[config.mk]
export PLATFORM = sky130hd
export DESIGN_NAME = lsvg_ctrl
export DESIGN_NICKNAME = d
export VERILOG_FILES = /design/src/rtl/lsvg_pkg.sv /design/src/rtl/lsvg_ctrl.sv
export SDC_FILE = /design/constraint.sdc
export NUM_CORES = 1
export LEC_CHECK = 0
export BUFFER_PORTS_ARGS = -buffer_cell sky130_fd_sc_hd__clkbuf_2
export CAP_MARGIN = 30
export CORE_AREA = 2 2 39 41
export DETAILED_ROUTE_END_ITERATION = 7
export DIE_AREA = 0 0 41 43
export PLACE_DENSITY_LB_ADDON = 0.1
export SETUP_SLACK_MARGIN = 0.15
export SLEW_MARGIN = 30
export SYNTH_ARGS = -nofsm -noshare
export SYNTH_HDL_FRONTEND = slang
export SYNTH_SLANG_ARGS = --single-unit
[constraint.sdc]
create_clock -name i_clk -period 1.4 [get_ports i_clk]
set_input_delay 0.28 -clock i_clk [delete_from_list [all_inputs] [get_ports i_clk]]
set_output_delay 0.28 -clock i_clk [all_outputs]
set_load 0.01 [all_outputs]
[src/rtl/lsvg_pkg.sv]
// Lattice shell vector generator: shared types, constants and tables.
// Used by lsvg_ctrl, lsvg_dp and the top level; no dependencies.
package lsvg_pkg;

    localparam int MAX_EXTENT = 15;
    localparam int EXT_W      = 4;
    localparam int COMP_W     = 21;
    localparam int COORD_W    = 27;
    localparam int SQ_W       = 52;
    localparam int CNT_W      = 15;
    localparam int PH_W       = 4;
    localparam int CFG_W      = 63;
    localparam int NUM_CFG    = 4;
    localparam int SIGN_W     = 3;

    localparam logic [PH_W-1:0] PH_DONE = 4'd8;
    localparam logic [1:0]      NO_AXIS = 2'd3;

    typedef enum logic [1:0] {
        CFG_BASIS_A,
        CFG_BASIS_B,
        CFG_BASIS_C,
        CFG_OFFSET
    } t_cfg_idx;

    typedef enum logic [2:0] {
        S_IDLE,
        S_SQ0,
        S_SQ1,
        S_SQ2,
        S_ADV,
        S_ENTER,
        S_SETTLE,
        S_FIN
    } t_state;

    typedef enum logic [3:0] {
        OP_NONE,
        OP_LATCH,
        OP_CLEAR,
        OP_ORIGIN,
        OP_SUM,
        OP_SQ0,
        OP_SQ1,
        OP_SQ2,
        OP_ADV,
        OP_STEP,
        OP_INIT,
        OP_PHASE_INC,
        OP_LOAD
    } t_op;

    typedef struct packed {
        t_op op;
    } t_cmd;

    typedef struct packed {
        logic start_bad;
        logic remain_zero;
        logic phase_done;
        logic phase_zero;
        logic phase_empty;
        logic pos_valid;
        logic step_wrap;
        logic sign_wrap;
    } t_status;

    function automatic logic [EXT_W-1:0] sat_ext(input logic [EXT_W-1:0] v);
        logic [EXT_W-1:0] lim;
        lim = EXT_W'(MAX_EXTENT);
        return (v > lim) ? lim : v;
    endfunction

    // active axes per phase, innermost loop in bits 1:0
    function automatic logic [5:0] loop_axes(input logic [PH_W-1:0] ph);
        logic [5:0] r;
        unique case (ph)
            4'd1:    r = {NO_AXIS, NO_AXIS, 2'd0};
            4'd2:    r = {NO_AXIS, NO_AXIS, 2'd1};
            4'd3:    r = {NO_AXIS, NO_AXIS, 2'd2};
            4'd4:    r = {NO_AXIS, 2'd0, 2'd1};
            4'd5:    r = {NO_AXIS, 2'd1, 2'd2};
            4'd6:    r = {NO_AXIS, 2'd0, 2'd2};
            4'd7:    r = {2'd2, 2'd0, 2'd1};
            default: r = {NO_AXIS, NO_AXIS, NO_AXIS};
        endcase
        return r;
    endfunction

    function automatic logic [3:0] sign_count(input logic [PH_W-1:0] ph);
        logic [3:0] r;
        unique case (ph)
            4'd1, 4'd2, 4'd3: r = 4'd2;
            4'd4, 4'd5, 4'd6: r = 4'd4;
            4'd7:             r = 4'd8;
            default:          r = 4'd1;
        endcase
        return r;
    endfunction

    // bit0 negates i*A, bit1 j*B, bit2 k*C
    function automatic logic [2:0] neg_mask(input logic [PH_W-1:0] ph,
                                            input logic [SIGN_W-1:0] st);
        logic [23:0] l;
        unique case (ph)
            4'd1:    l = {3'd0, 3'd0, 3'd0, 3'd0, 3'd0, 3'd0, 3'd1, 3'd0};
            4'd2:    l = {3'd0, 3'd0, 3'd0, 3'd0, 3'd0, 3'd0, 3'd2, 3'd0};
            4'd3:    l = {3'd0, 3'd0, 3'd0, 3'd0, 3'd0, 3'd0, 3'd4, 3'd0};
            4'd4:    l = {3'd0, 3'd0, 3'd0, 3'd0, 3'd2, 3'd3, 3'd1, 3'd0};
            4'd5:    l = {3'd0, 3'd0, 3'd0, 3'd0, 3'd2, 3'd6, 3'd4, 3'd0};
            4'd6:    l = {3'd0, 3'd0, 3'd0, 3'd0, 3'd1, 3'd5, 3'd4, 3'd0};
            4'd7:    l = {3'd7, 3'd5, 3'd1, 3'd3, 3'd2, 3'd6, 3'd4, 3'd0};
            default: l = '0;
        endcase
        return l[3*st +: 3];
    endfunction

endpackage

[src/rtl/lsvg_ctrl.sv]
// Lattice shell vector generator: sequencing state machine.
// Depends on lsvg_pkg; drives lsvg_dp through t_cmd, reads t_status.
module lsvg_ctrl (
    input  logic             i_clk,
    input  logic             i_rst_n,
    input  logic             i_valid,
    input  logic             i_command,
    input  logic             i_out_ready,
    input  lsvg_pkg::t_status i_status,
    output logic             o_in_ready,
    output logic             o_out_valid,
    output lsvg_pkg::t_cmd   o_cmd
);

    lsvg_pkg::t_state r_state, n_state;
    logic             r_out_valid, n_out_valid;

    always_ff @(posedge i_clk) begin
        if (!i_rst_n) begin
            r_state     <= lsvg_pkg::S_IDLE;
            r_out_valid <= 1'b0;
        end else begin
            r_state     <= n_state;
            r_out_valid <= n_out_valid;
        end
    end

    always_comb begin
        n_state    = r_state;
        o_cmd.op   = lsvg_pkg::OP_NONE;
        o_in_ready = 1'b0;
        unique case (r_state)
            lsvg_pkg::S_IDLE: begin
                o_in_ready = 1'b1;
                if (i_valid) begin
                    if (!i_command) begin
                        o_cmd.op = lsvg_pkg::OP_LATCH;
                        n_state  = i_status.start_bad ? lsvg_pkg::S_FIN : lsvg_pkg::S_ENTER;
                    end else if (i_status.remain_zero || i_status.phase_done) begin
                        o_cmd.op = lsvg_pkg::OP_CLEAR;
                        n_state  = lsvg_pkg::S_FIN;
                    end else if (i_status.phase_zero) begin
                        o_cmd.op = lsvg_pkg::OP_ORIGIN;
                        n_state  = lsvg_pkg::S_ADV;
                    end else begin
                        o_cmd.op = lsvg_pkg::OP_SUM;
                        n_state  = lsvg_pkg::S_SQ0;
                    end
                end
            end
            lsvg_pkg::S_SQ0: begin
                o_cmd.op = lsvg_pkg::OP_SQ0;
                n_state  = lsvg_pkg::S_SQ1;
            end
            lsvg_pkg::S_SQ1: begin
                o_cmd.op = lsvg_pkg::OP_SQ1;
                n_state  = lsvg_pkg::S_SQ2;
            end
            lsvg_pkg::S_SQ2: begin
                o_cmd.op = lsvg_pkg::OP_SQ2;
                n_state  = lsvg_pkg::S_ADV;
            end
            lsvg_pkg::S_ADV: begin
                o_cmd.op = lsvg_pkg::OP_ADV;
                if (!i_status.sign_wrap) begin
                    n_state = lsvg_pkg::S_FIN;
                end else if (i_status.step_wrap) begin
                    n_state = lsvg_pkg::S_ENTER;
                end else begin
                    n_state = lsvg_pkg::S_SETTLE;
                end
            end
            lsvg_pkg::S_ENTER: begin
                if (i_status.phase_done) begin
                    n_state = lsvg_pkg::S_FIN;
                end else if (i_status.phase_empty) begin
                    o_cmd.op = lsvg_pkg::OP_PHASE_INC;
                end else begin
                    o_cmd.op = lsvg_pkg::OP_INIT;
                    n_state  = lsvg_pkg::S_SETTLE;
                end
            end
            lsvg_pkg::S_SETTLE: begin
                if (i_status.phase_done || i_status.pos_valid) begin
                    n_state = lsvg_pkg::S_FIN;
                end else begin
                    o_cmd.op = lsvg_pkg::OP_STEP;
                    if (i_status.step_wrap) begin
                        n_state = lsvg_pkg::S_ENTER;
                    end
                end
            end
            lsvg_pkg::S_FIN: begin
                if (!r_out_valid || i_out_ready) begin
                    o_cmd.op = lsvg_pkg::OP_LOAD;
                    n_state  = lsvg_pkg::S_IDLE;
                end
            end
            default: n_state = lsvg_pkg::S_IDLE;
        endcase
    end

    always_comb begin
        if (o_cmd.op == lsvg_pkg::OP_LOAD) begin
            n_out_valid = 1'b1;
        end else if (i_out_ready) begin
            n_out_valid = 1'b0;
        end else begin
            n_out_valid = r_out_valid;
        end
    end

    assign o_out_valid = r_out_valid;

    a_sum_live: assert property (@(posedge i_clk) disable iff (!i_rst_n)
        (o_cmd.op == lsvg_pkg::OP_SUM) |->
        (!i_status.remain_zero && !i_status.phase_done && !i_status.phase_zero))
        else $error("point computed with no point pending");

    a_fin_loads: assert property (@(posedge i_clk) disable iff (!i_rst_n)
        (r_state == lsvg_pkg::S_FIN && (!r_out_valid || i_out_ready)) |=> r_out_valid)
        else $error("finished item not presented");

    a_bad_start: assert property (@(posedge i_clk) disable iff (!i_rst_n)
        (o_in_ready && i_valid && !i_command && i_status.start_bad) |=>
        (r_state == lsvg_pkg::S_FIN))
        else $error("bad start did not finish at once");

endmodule

Yosys cells after proc, flatten, opt, wreduce, memory -nomap -nowiden
Cells that the tools add are included.
{ "totals": {"register_bits": 4, "input_bits": 13, "output_inout_bits": 6} }
{ "op_classes": {"eq_ne": 12, "muxes": 25, "reduce_logical": 7} }
{ "op_table": {"columns": ["operator", "n"], "rows": [
  ["$mux 3", 13],
  ["$pmux 4 s8", 1],
  ["$pmux 3 s8", 1],
  ["$eq 3x3->1 const B", 4],
  ["$mux 4", 3],
  ["$eq 3x2->1 const B", 2],
  ["$mux 2", 3],
  ["$ne 3x3->1 const B", 2],
  ["$eq 4x4->1 const B", 1],
  ["$mux 1", 4],
  ["$ne 2x2->1 const B", 2],
  ["$reduce_and 4->1", 1],
  ["$eq 3x1->1 const B", 1],
  ["$logic_not 3->1", 1],
  ["$logic_or 1x1->1", 3],
  ["$reduce_bool 2->1", 1],
  ["$logic_not 1->1", 1]
]} }

Longest topological paths before layout
Gate-level depths: netlist of the first run.
{ "logic_depth": {"ltp_word": 7, "ltp_mapped": 5} }

Worst setup path after synthesis of the first run
No wires, ideal clock.
{ "synth_timing": {"kind": "reg-to-output", "from": "register r_state[1]", "to": "output port o_cmd[2] (netlist name)", "t_arrival_ns": 1.230, "required_time_ns": 1.120, "setup_slack_ns": -0.110, "stages_incl_launch_ff": 6, "path_buffers": 1, "cell_sequence": "dfxtp_1 buf_2 nand2_1 and2b_2 and2b_2 a21oi_1"} }
{ "synth_rtl": {"columns": ["element", "line", "rtl"], "rows": [
  ["from (decl)", "lsvg_ctrl.sv:15", "lsvg_pkg::t_state r_state, n_state;"],
  ["from (signal assigned)", "lsvg_ctrl.sv:20", "r_state <= lsvg_pkg::S_IDLE;"],
  ["from (signal assigned)", "lsvg_ctrl.sv:23", "r_state <= n_state;"],
  ["to (decl)", "lsvg_ctrl.sv:12", "output lsvg_pkg::t_cmd o_cmd"]
]} }

==> results.json, run 1 <==
{
  "postLayoutCoreUtil": 0.571,
  "synth_xor_area_frac": 0,
  "leakagePower_nw": 0.369,
  "yosysSeqAreaShare": 0.180,
  "yosysWarningCount": 0,
  "insertion_delay_ns": 0.24,
  "p_switching_mw": 0.585,
  "cp.arrival_ns": 1.32,
  "swShare": 0.417,
  "synth-simple-area-share": 0.343,
  "ios": 19,
  "synth_cell_types": 30,
  "path_cells": "nand2_2, and2b_2, and2b_2, a21oi_2, buf_2",
  "ys_ff_latch": 4,
  "grt_setup_unrepaired": "yes",
  "vdd.ir_drop.worst_mv": 0.829,
  "place_hpwl_microns": 1010,
  "start_kind": "register",
  "cts_buffer_depth": 2,
  "multiInputGateArea_sq_um": 387,
  "grt_pass1_vias": 545,
  "die_w_microns": 41,
  "pwr-share-clk": 0.118,
  "startpoint": "r_state[1]$_SDFFE_PN0P_",
  "synth.area.mux_share": 0.0225,
  "worst_pin_slew_ns": 0.308,
  "status": "finished, violations left",
  "syn_area_per_cell_sq_um": 7.95,
  "comb_power_share": 0.705,
  "slowest_stage": "dfxtp_4",
  "numClockSinks": 4,
  "grt_max_degree": 8,
  "endpoint": "o_cmd[2]",
  "cp_top_family": "simple AND/OR/NAND/NOR gates",
  "drive_gt1_frac": 0.653,
  "overflow": 0,
  "fp.dieH_microns": 43,
  "timing.rr.end": "r_state[2]$_SDFFE_PN0P_",
  "crit_buf_inv": 1,
  "report.final.slew_viol_count": 0,
  "grt_pass1_wl_microns": 2220,
  "antenna_left": 0,
  "r2r-start": "r_state[1]$_SDFFE_PN0P_",
  "cp-end-kind": "output pin",
  "seq_area_sq_um": 90.1,
  "layout_commonest_cell": "buf_4",
  "final_cell_mix": "buf_4, clkbuf_2, nand2_1",
  "antenna-diode-count": 0,
  "holdCritPathClass": "in -> reg",
  "crit_fanout": 5,
  "place.port_buffers": 18,
  "drt_iter0_drc": 12,
  "cp_num_cells": 5,
  "vias": 596,
  "vias_per_cell": 5.23,
  "numCtsBuffers": 3,
  "track_usage": 0.181,
  "hold-worst-slack_ns": 0.321,
  "setup_slack_ns": -0.204,
  "netlist_area_sq_um": 445,
  "antenna_found_initial": 0,
  "nets": 112,
  "finalHoldViolCount": 0,
  "cts-hold-fix-buffers": 0,
  "fillers": 129,
  "crit_type": "reg -> out",
  "slowest_delay_ns": 0.38,
  "gp_congestion": 0.860,
  "syn_nets": 69,
  "crit_path_frequent_cell": "and2b_2",
  "die_area_sq_um": 1760,
  "areaGrowthSynthToFinish_pct": 77.2,
  "htreeDepth": 1,
  "wl_per_cell_microns": 12.0,
  "drc_errors": 0,
  "setup_viol": 8,
  "synth_top_family_by_area": "compound AO/OA/AOI/OAI gates",
  "fin_skew_ns": 0.00907,
  "r2r_slack_ns": -0.18,
  "fin_crit_ns": 1.60,
  "failed_checks": "negative setup slack",
  "clock.fmax_mhz": 623,
  "synthAdderAreaFrac": 0,
  "netlist_instances": 56,
  "clock-root-buffer": "clkbuf_4",
  "num_rows": 14,
  "p_seq_frac": 0.177,
  "internal_power_mw": 0.819,
  "tritoncts": "yes",
  "cts.clk_slew.worst_paths_ns": 0.04,
  "power_density_nw_per_um2": 1780,
  "drt-pass1-iter-count": 4,
  "fin_crit_sh": 1.15,
  "required_ns": 1.12,
  "drt_wl_total_microns": 1370,
  "reg2regPathDepth": 5,
  "slew_headroom": 0.795,
  "synth-compound-area-share": 0.374,
  "maxCapViolations": 0,
  "coreArea_sq_um": 1380,
  "start_util": 0.322
}
## state kept, by name, summed over array words and instances (netlist names)
name,flops
r_state,3
o_out_valid,1
## final cells by class
cell class              count  area share
repair buffers             41       0.333
flip-flops and latches      4       0.114
multi-input cells          48       0.490
clock buffers               4      0.0333
well taps                  16      0.0254
inverters                   1     0.00475
## metrics by stage
| stage | cells | worst slack (ns) | setup TNS (ns) | total power [mW] | instance area, sq um |
|---|---|---|---|---|---|
| after global placement | 103 | -0.0393 | -0.0941 | 1.06 | 668 |
| final | 114 | -0.204 | -1.14 | 1.40 | 790 |
| after global routing | 114 | -0.252 | -1.46 | 1.51 | 790 |
| after detailed placement | 103 | -0.0397 | -0.102 | 1.05 | 668 |
| after floorplan | 56 | 0.0497 | 0 | 0.780 | 477 |
| after CTS | 112 | -0.223 | -1.31 | 1.35 | 751 |
## worst min-delay path by stage
stage	start	to	slack, ns	depth (start not counted)
2_1_floorplan	i_rst_n	r_state[2]$_SDFFE_PN0P_	0.41	1
3_3_place_gp	i_rst_n	r_state[2]$_SDFFE_PN0P_	0.55	2
3_5_place_dp	i_rst_n	r_state[2]$_SDFFE_PN0P_	0.56	2
4_1_cts	i_rst_n	r_state[1]$_SDFFE_PN0P_	0.32	3
5_1_grt	i_rst_n	r_state[2]$_SDFFE_PN0P_	0.32	2
6_report	i_rst_n	r_state[1]$_SDFFE_PN0P_	0.32	3
## routing by layer
layer  vias up  GRT usage  routed length (microns)
met5         -          0                        0
met4         0     0.0800                        0
met3         0     0.0314                       31
met2         8      0.269                      707
met1       286      0.244                      628
li1        302          -                        -
## repair_timing
item                                   CTS  global route
gates cloned                             0             0
buffers inserted                         5             2
pin swaps                                6             6
gates resized for setup                  6             9
endpoints found under the hold margin    0             0
setup endpoints to repair                8             8
## synthesized netlist by cell type
library cell  instances  area, sq um
nand4_1               1         6.26
nand2b_1              1         6.26
a311oi_4              1         26.3
a21boi_0              1         7.51
and4b_2               1         11.3
a211oi_1              1         7.51
and2b_2               2         17.5
o31a_1                2         17.5
a211o_1               1         8.76
o22a_1                1         8.76
clkbuf_8              2         27.5
o2111ai_1             1         8.76
nand2_1               8         30.0
buf_2                 1         5.00
nand4bb_1             1         11.3
a211oi_2              1         12.5
a21oi_1               4         20.0
nand3_1               2         10.0
o21ai_0               2         10.0
a211o_2               1         10.0
a32o_1                1         10.0
a31oi_1               1         6.26
inv_1                 1         3.75
nor3_1                3         15.0
nor2_1                7         26.3
dfxtp_1               4         80.1
mux2i_1               1         10.0
o31ai_2               1         12.5
or4_4                 1         11.3
and2_2                1         7.51
## worst register-to-register path: stages, from the launching register on
cell and delay, ns:
dfxtp_4 0.36, buf_4 0.16, or4_4 0.54, o31ai_4 0.09, a311oi_4 0.08, a32o_1 0.24
## kinds of logic after synthesis
family          count (synthesis)
mux                             1
simple gates                   28
flops                           4
compound gates                 19
buf+inv                         4
## power groups by stage
| stage | Combinational, mW | Sequential (mW) | Clock (mW) |
|---|---|---|---|
| after global placement | 0.807 | 0.256 | 0 |
| final | 0.990 | 0.248 | 0.165 |
| after floorplan | 0.558 | 0.222 | 0 |
| after CTS | 0.949 | 0.237 | 0.168 |
| after global routing | 1.07 | 0.252 | 0.188 |
| after detailed placement | 0.797 | 0.251 | 0 |
No activity file was read; power rests on OpenSTA's default activity.
==> inputs of run 2 (changes only) <==
- RECOVER_POWER: default -> 25
==> run 2 against run 1 <==
  * The flow still finishes with violations (negative setup slack)
  * Count of clock-buffer cells in the layout stayed put
  * Final area shrank 0.16%
  * Setup slack stayed put
  * Routed wire length did not move
  * Combinational power is essentially flat
  * Global-route usage is the same
  * Cell count unchanged
  * Sequential power hardly changed
  * Maximum frequency hardly changed
  * Sequential share of layout area fell by 0.14 points
  * Die area stayed put
  * Largest cell class unchanged
  * Largest power group unchanged
==> results.json, run 2 (synthesis results as in run 1) <==
{
  "holdCritPathClass": "in -> reg",
  "die_area_sq_um": 1760,
  "coreArea_sq_um": 1380,
  "drt_wl_total_microns": 1370,
  "power_density_nw_per_um2": 1780,
  "slowest_stage": "dfxtp_4",
  "drt_iter0_drc": 12,
  "slew_headroom": 0.783,
  "largest_reg_flops": 3,
  "final_cell_mix": "buf_4, clkbuf_2, nand2_1",
  "ios": 19,
  "p_switching_mw": 0.585,
  "place_inst": 103,
  "stdcell_count": 114,
  "numClockSinks": 4,
  "crit_type": "reg -> out",
  "antenna-diode-count": 0,
  "place.port_buffers": 18,
  "wl_per_cell_microns": 12.0,
  "vdd.ir_drop.worst_mv": 0.829,
  "p_seq_frac": 0.175,
  "pre_cts_ws_ns": -0.0397,
  "die_w_microns": 41,
  "num_rows": 14,
  "grt_max_degree": 8,
  "crit_buf_inv": 1,
  "finalHoldViolCount": 0,
  "fin_skew_ns": 0.00907,
  "clock.fmax_mhz": 623,
  "nets": 112,
  "failed_checks": "negative setup slack",
  "drt-pass1-iter-count": 4,
  "overflow": 0,
  "gp_congestion": 0.860,
  "regMostFlops": "r_state",
  "cp_top_family": "simple AND/OR/NAND/NOR gates",
  "fin_crit_sh": 1.15,
  "layout_commonest_cell": "buf_4",
  "crit_fanout": 5,
  "grt_pass1_wl_microns": 2220,
  "cp-end-kind": "output pin",
  "setup_viol": 8,
  "status": "finished, violations left",
  "cp.arrival_ns": 1.32,
  "antenna_found_initial": 0,
  "numCtsBuffers": 3,
  "vias_per_cell": 5.23,
  "vias": 596,
  "swShare": 0.418,
  "clock-root-buffer": "clkbuf_4",
  "start_util": 0.322,
  "path_cells": "nand2_2, and2b_2, and2b_2, a21oi_2, buf_2",
  "fin_crit_ns": 1.60,
  "setup_slack_ns": -0.204,
  "insertion_delay_ns": 0.24,
  "cts_buffer_depth": 2,
  "cts-hold-fix-buffers": 0,
  "leakagePower_nw": 0.369,
  "tritoncts": "yes",
  "track_usage": 0.181,
  "place_hpwl_microns": 1010,
  "drive_gt1_frac": 0.643,
  "grt_setup_unrepaired": "yes",
  "crit_path_frequent_cell": "and2b_2",
  "comb_power_share": 0.707,
  "htreeDepth": 1,
  "slowest_delay_ns": 0.38,
  "drc_errors": 0,
  "cts.clk_slew.worst_paths_ns": 0.04,
  "required_ns": 1.12,
  "report.final.slew_viol_count": 0,
  "areaGrowthSynthToFinish_pct": 77.0,
  "worst_pin_slew_ns": 0.326,
  "grt_pass1_vias": 545,
  "start_kind": "register",
  "antenna_left": 0,
  "internal_power_mw": 0.815,
  "maxCapViolations": 0,
  "fp.dieH_microns": 43,
  "pwr-share-clk": 0.118
}
run 2: cell counts in the layout (fill, tap and decap cells not counted):
No cell type changed its count.
run 2: path summary, 6_finish.rpt:
path	startpoint	end	slack [ns]	cells past startpoint
setup / recovery	r_state[1]$_SDFFE_PN0P_	o_cmd[2]	-0.20	5
hold / removal	i_rst_n	r_state[1]$_SDFFE_PN0P_	0.32	3
setup reg to reg	r_state[1]$_SDFFE_PN0P_	r_state[2]$_SDFFE_PN0P_	-0.18	5
hold reg to reg	o_out_valid$_SDFFE_PN0P_	o_out_valid$_SDFFE_PN0P_	0.59	3
run 2: final cells by class:
| class | count | area (sq um) |
|---|---|---|
| multi-input cells | 48 | 387 |
| inverters | 1 | 3.75 |
| well taps | 16 | 20.0 |
| repair buffers | 41 | 263 |
| fillers | 130 | 596 |
| clock buffers | 4 | 26.3 |
| flip-flops and latches | 4 | 88.8 |
run 2: per-stage QoR:
stage               power (mW)  area, sq um  hold WS (ns)  setup TNS, ns  utilization
floorplan                0.780          477         0.406              0            -
global placement          1.06          668         0.554        -0.0941        0.483
detailed placement        1.05          668         0.560         -0.102        0.483
CTS                       1.35          751         0.320          -1.31        0.542
global route              1.50          788         0.320          -1.54        0.570
finish                    1.40          788         0.321          -1.19        0.570
run 2: per-layer routing:
metal / up-vias / track usage / share of wire
met5: - / 0 / 0
met1: 286 / 0.244 / 0.46
met4: 0 / 0.0800 / 0
met2: 8 / 0.269 / 0.52
li1: 302 / - / -
met3: 0 / 0.0314 / 0.023
run 2: repair_timing:
item                                    CTS  global route
pin swaps                                 6             6
endpoints found under the setup margin    8             8
setup buffers                             5             2
gates resized for setup                   6             9
run 2: tightest hold or removal path, delay by kind of cell:
family / cells / cell delay (ns)
and+or+nand+nor: 1 / 0.07
buffers and inverters: 1 / 0.11
muxes: 1 / 0.05
run 2: power by group through the flow:
stage / Clock (mW) / Sequential (mW) / Combinational (mW)
finish: 0.165 / 0.245 / 0.990
global placement: 0 / 0.256 / 0.807
detailed placement: 0 / 0.251 / 0.797
floorplan: 0 / 0.222 / 0.558
global route: 0.188 / 0.250 / 1.07
CTS: 0.168 / 0.237 / 0.949
==> inputs of run 3 (changes only) <==
==> constraint.sdc (replaced) <==
create_clock -name i_clk -period 1.4 [get_ports i_clk]
set_input_delay 0.07 -clock i_clk [delete_from_list [all_inputs] [get_ports i_clk]]
set_output_delay 0.07 -clock i_clk [all_outputs]
set_load 0.01 [all_outputs]
==> run 3 against run 2 <==
  * The flow still finishes with violations (negative setup slack)
  * Count of clock-buffer cells in the layout decreased by 1
  * Via count decreased by 2.2%
  * Die area unchanged
  * Combinational power increased by 19%
  * Critical path type unchanged
==> results.json, run 3 (synthesis results as in run 1) <==
{
  "status": "finished, violations left",
  "failed_checks": "negative setup slack",
  "min_path_cells": 3,
  "coreArea_sq_um": 1380,
  "p_seq_frac": 0.155,
  "p_switching_mw": 0.648,
  "fp.dieH_microns": 43,
  "cts-hold-fix-buffers": 0,
  "worst_pin_slew_ns": 0.292,
  "numCtsBuffers": 3,
  "drt-pass1-iter-count": 4,
  "clock.fmax_mhz": 667,
  "tritoncts": "yes",
  "crit_path_frequent_cell": "and2b_2",
  "regMostFlops": "r_state",
  "cp_top_family": "simple AND/OR/NAND/NOR gates",
  "grt_max_degree": 9,
  "stdcell_area_sq_um": 795,
  "drc_errors": 0,
  "stdcell_count": 109,
  "grt-busiest-layer": "met2",
  "cp-end-kind": "output pin",
  "cts_buffer_depth": 2,
  "fin_crit_ns": 1.50,
  "power_density_nw_per_um2": 1980,
  "die_w_microns": 41,
  "slowest_stage": "dfxtp_4",
  "whs_endpoint": "r_state[1]$_SDFFE_PN0P_",
  "num_rows": 14,
  "drive_gt1_frac": 0.624,
  "crit_fanout": 4,
  "leakagePower_nw": 0.365,
  "final_cell_mix": "clkbuf_2, buf_4, buf_6",
  "place_area_sq_um": 618,
  "pre_cts_ws_ns": 0.0108,
  "grt_pass1_vias": 546,
  "maxCapViolations": 0,
  "internal_power_mw": 0.925,
  "report.final.slew_viol_count": 0,
  "cp.arrival_ns": 1.43,
  "clock-root-buffer": "clkbuf_4",
  "drt_wl_total_microns": 1570,
  "worstHoldStart": "i_rst_n",
  "required_ns": 1.33,
  "grt_setup_unrepaired": "yes",
  "postLayoutCoreUtil": 0.574,
  "holdCritPathClass": "in -> reg",
  "met2_usage": 0.325,
  "reg2regPathDepth": 4,
  "antenna-diode-count": 0,
  "fin_skew_ns": 0.00727,
  "use_met3": 0.0314,
  "timing.rr.end": "r_state[2]$_SDFFE_PN0P_",
  "pwr-share-clk": 0.096,
  "path_cells": "buf_6, nand2_4, and2b_2, and2b_2, a21oi_2, buf_2",
  "finalHoldViolCount": 0,
  "largest_reg_flops": 3,
  "antenna_left": 0,
  "slew_headroom": 0.806,
  "die_area_sq_um": 1760,
  "vdd.ir_drop.worst_mv": 0.806,
  "place_hpwl_microns": 1010,
  "vias_per_cell": 5.35,
  "cts.clk_slew.worst_paths_ns": 0.04,
  "r2r_slack_ns": -0.08,
  "crit_type": "reg -> out",
  "place.port_buffers": 18,
  "nets": 108,
  "start_util": 0.322,
  "ios": 19,
  "numClockSinks": 4,
  "layout_commonest_cell": "clkbuf_2",
  "vias": 583,
  "antenna_found_initial": 0,
  "crit_buf_inv": 2,
  "wl_per_cell_microns": 14.4,
  "setup_slack_ns": -0.0998,
  "start_kind": "register",
  "setup_viol": 3,
  "place_inst": 97,
  "htreeDepth": 1,
  "overflow": 0,
  "areaGrowthSynthToFinish_pct": 78.4,
  "swShare": 0.412,
  "gp_congestion": 0.776,
  "grt_pass1_wl_microns": 2380,
  "insertion_delay_ns": 0.24,
  "comb_power_share": 0.749,
  "track_usage": 0.201,
  "grt_util_met1": 0.240,
  "r2r-start": "r_state[0]$_SDFFE_PN0P_",
  "slowest_delay_ns": 0.37,
  "fin_crit_sh": 1.07,
  "drt_iter0_drc": 10
}
[run 3: changes by cell type in the layout (fill, tap and decap cells not counted), sizes merged]
| cell | previous run | this run |
|---|---|---|
| buf | 27 | 23 |
| clkbuf | 18 | 17 |
[run 3: final cells by class]
cell class | instances | area [sq um]
Inverter | 1 | 3.75
Timing Repair Buffer | 37 | 268
Tap cell | 16 | 20.0
Clock buffer | 3 | 22.5
Fill cell | 129 | 589
Multi-Input combinational cell | 48 | 392
Sequential cell | 4 | 88.8
[run 3: worst min-delay path, stage by stage]
cell and delay, ns:
clkbuf_2 0.11, nand2_1 0.07, mux2i_1 0.06
[run 3: timing repair]
action                     CTS  global route
pin swaps                    2             5
cloned                       0             0
setup endpoints to repair    8             8
gates resized for setup     12            14
buffers inserted             7             2
[run 3: how the worst max path moves through the flow]
stage | startpoint | endpoint | cells past startpoint
2_1_floorplan | r_state[1]$_SDFFE_PN0P_ | r_state[2]$_SDFFE_PN0P_ | 4
4_1_cts | r_state[1]$_SDFFE_PN0P_ | r_state[2]$_SDFFE_PN0P_ | 5
3_5_place_dp | r_state[1]$_SDFFE_PN0P_ | r_state[2]$_SDFFE_PN0P_ | 4
3_3_place_gp | r_state[1]$_SDFFE_PN0P_ | r_state[2]$_SDFFE_PN0P_ | 4
6_report | r_state[1]$_SDFFE_PN0P_ | o_cmd[2] | 6
5_1_grt | r_state[1]$_SDFFE_PN0P_ | o_cmd[2] | 6
[run 3: layer usage]
metal,wire [microns],vias to the layer above
met2,815,17
met1,660,271
met4,33,0
li1,-,291
met5,0,-
met3,56,4
[run 3: metrics by stage]
stage	hold slack [ns]	setup TNS, ns	total power [mW]
floorplan	0.196	0	0.751
global placement	0.348	0	1.03
detailed placement	0.354	0	1.03
CTS	0.107	-0.414	1.43
global route	0.118	-0.411	1.66
finish	0.112	-0.258	1.57
[run 3: power groups by stage]
stage | clock (mW) | sequential, mW | combinational (mW)
finish | 0.151 | 0.245 | 1.18
global route | 0.163 | 0.247 | 1.25
CTS | 0.155 | 0.233 | 1.04
detailed placement | 0 | 0.226 | 0.802
global placement | 0 | 0.226 | 0.809
floorplan | 0 | 0.212 | 0.539
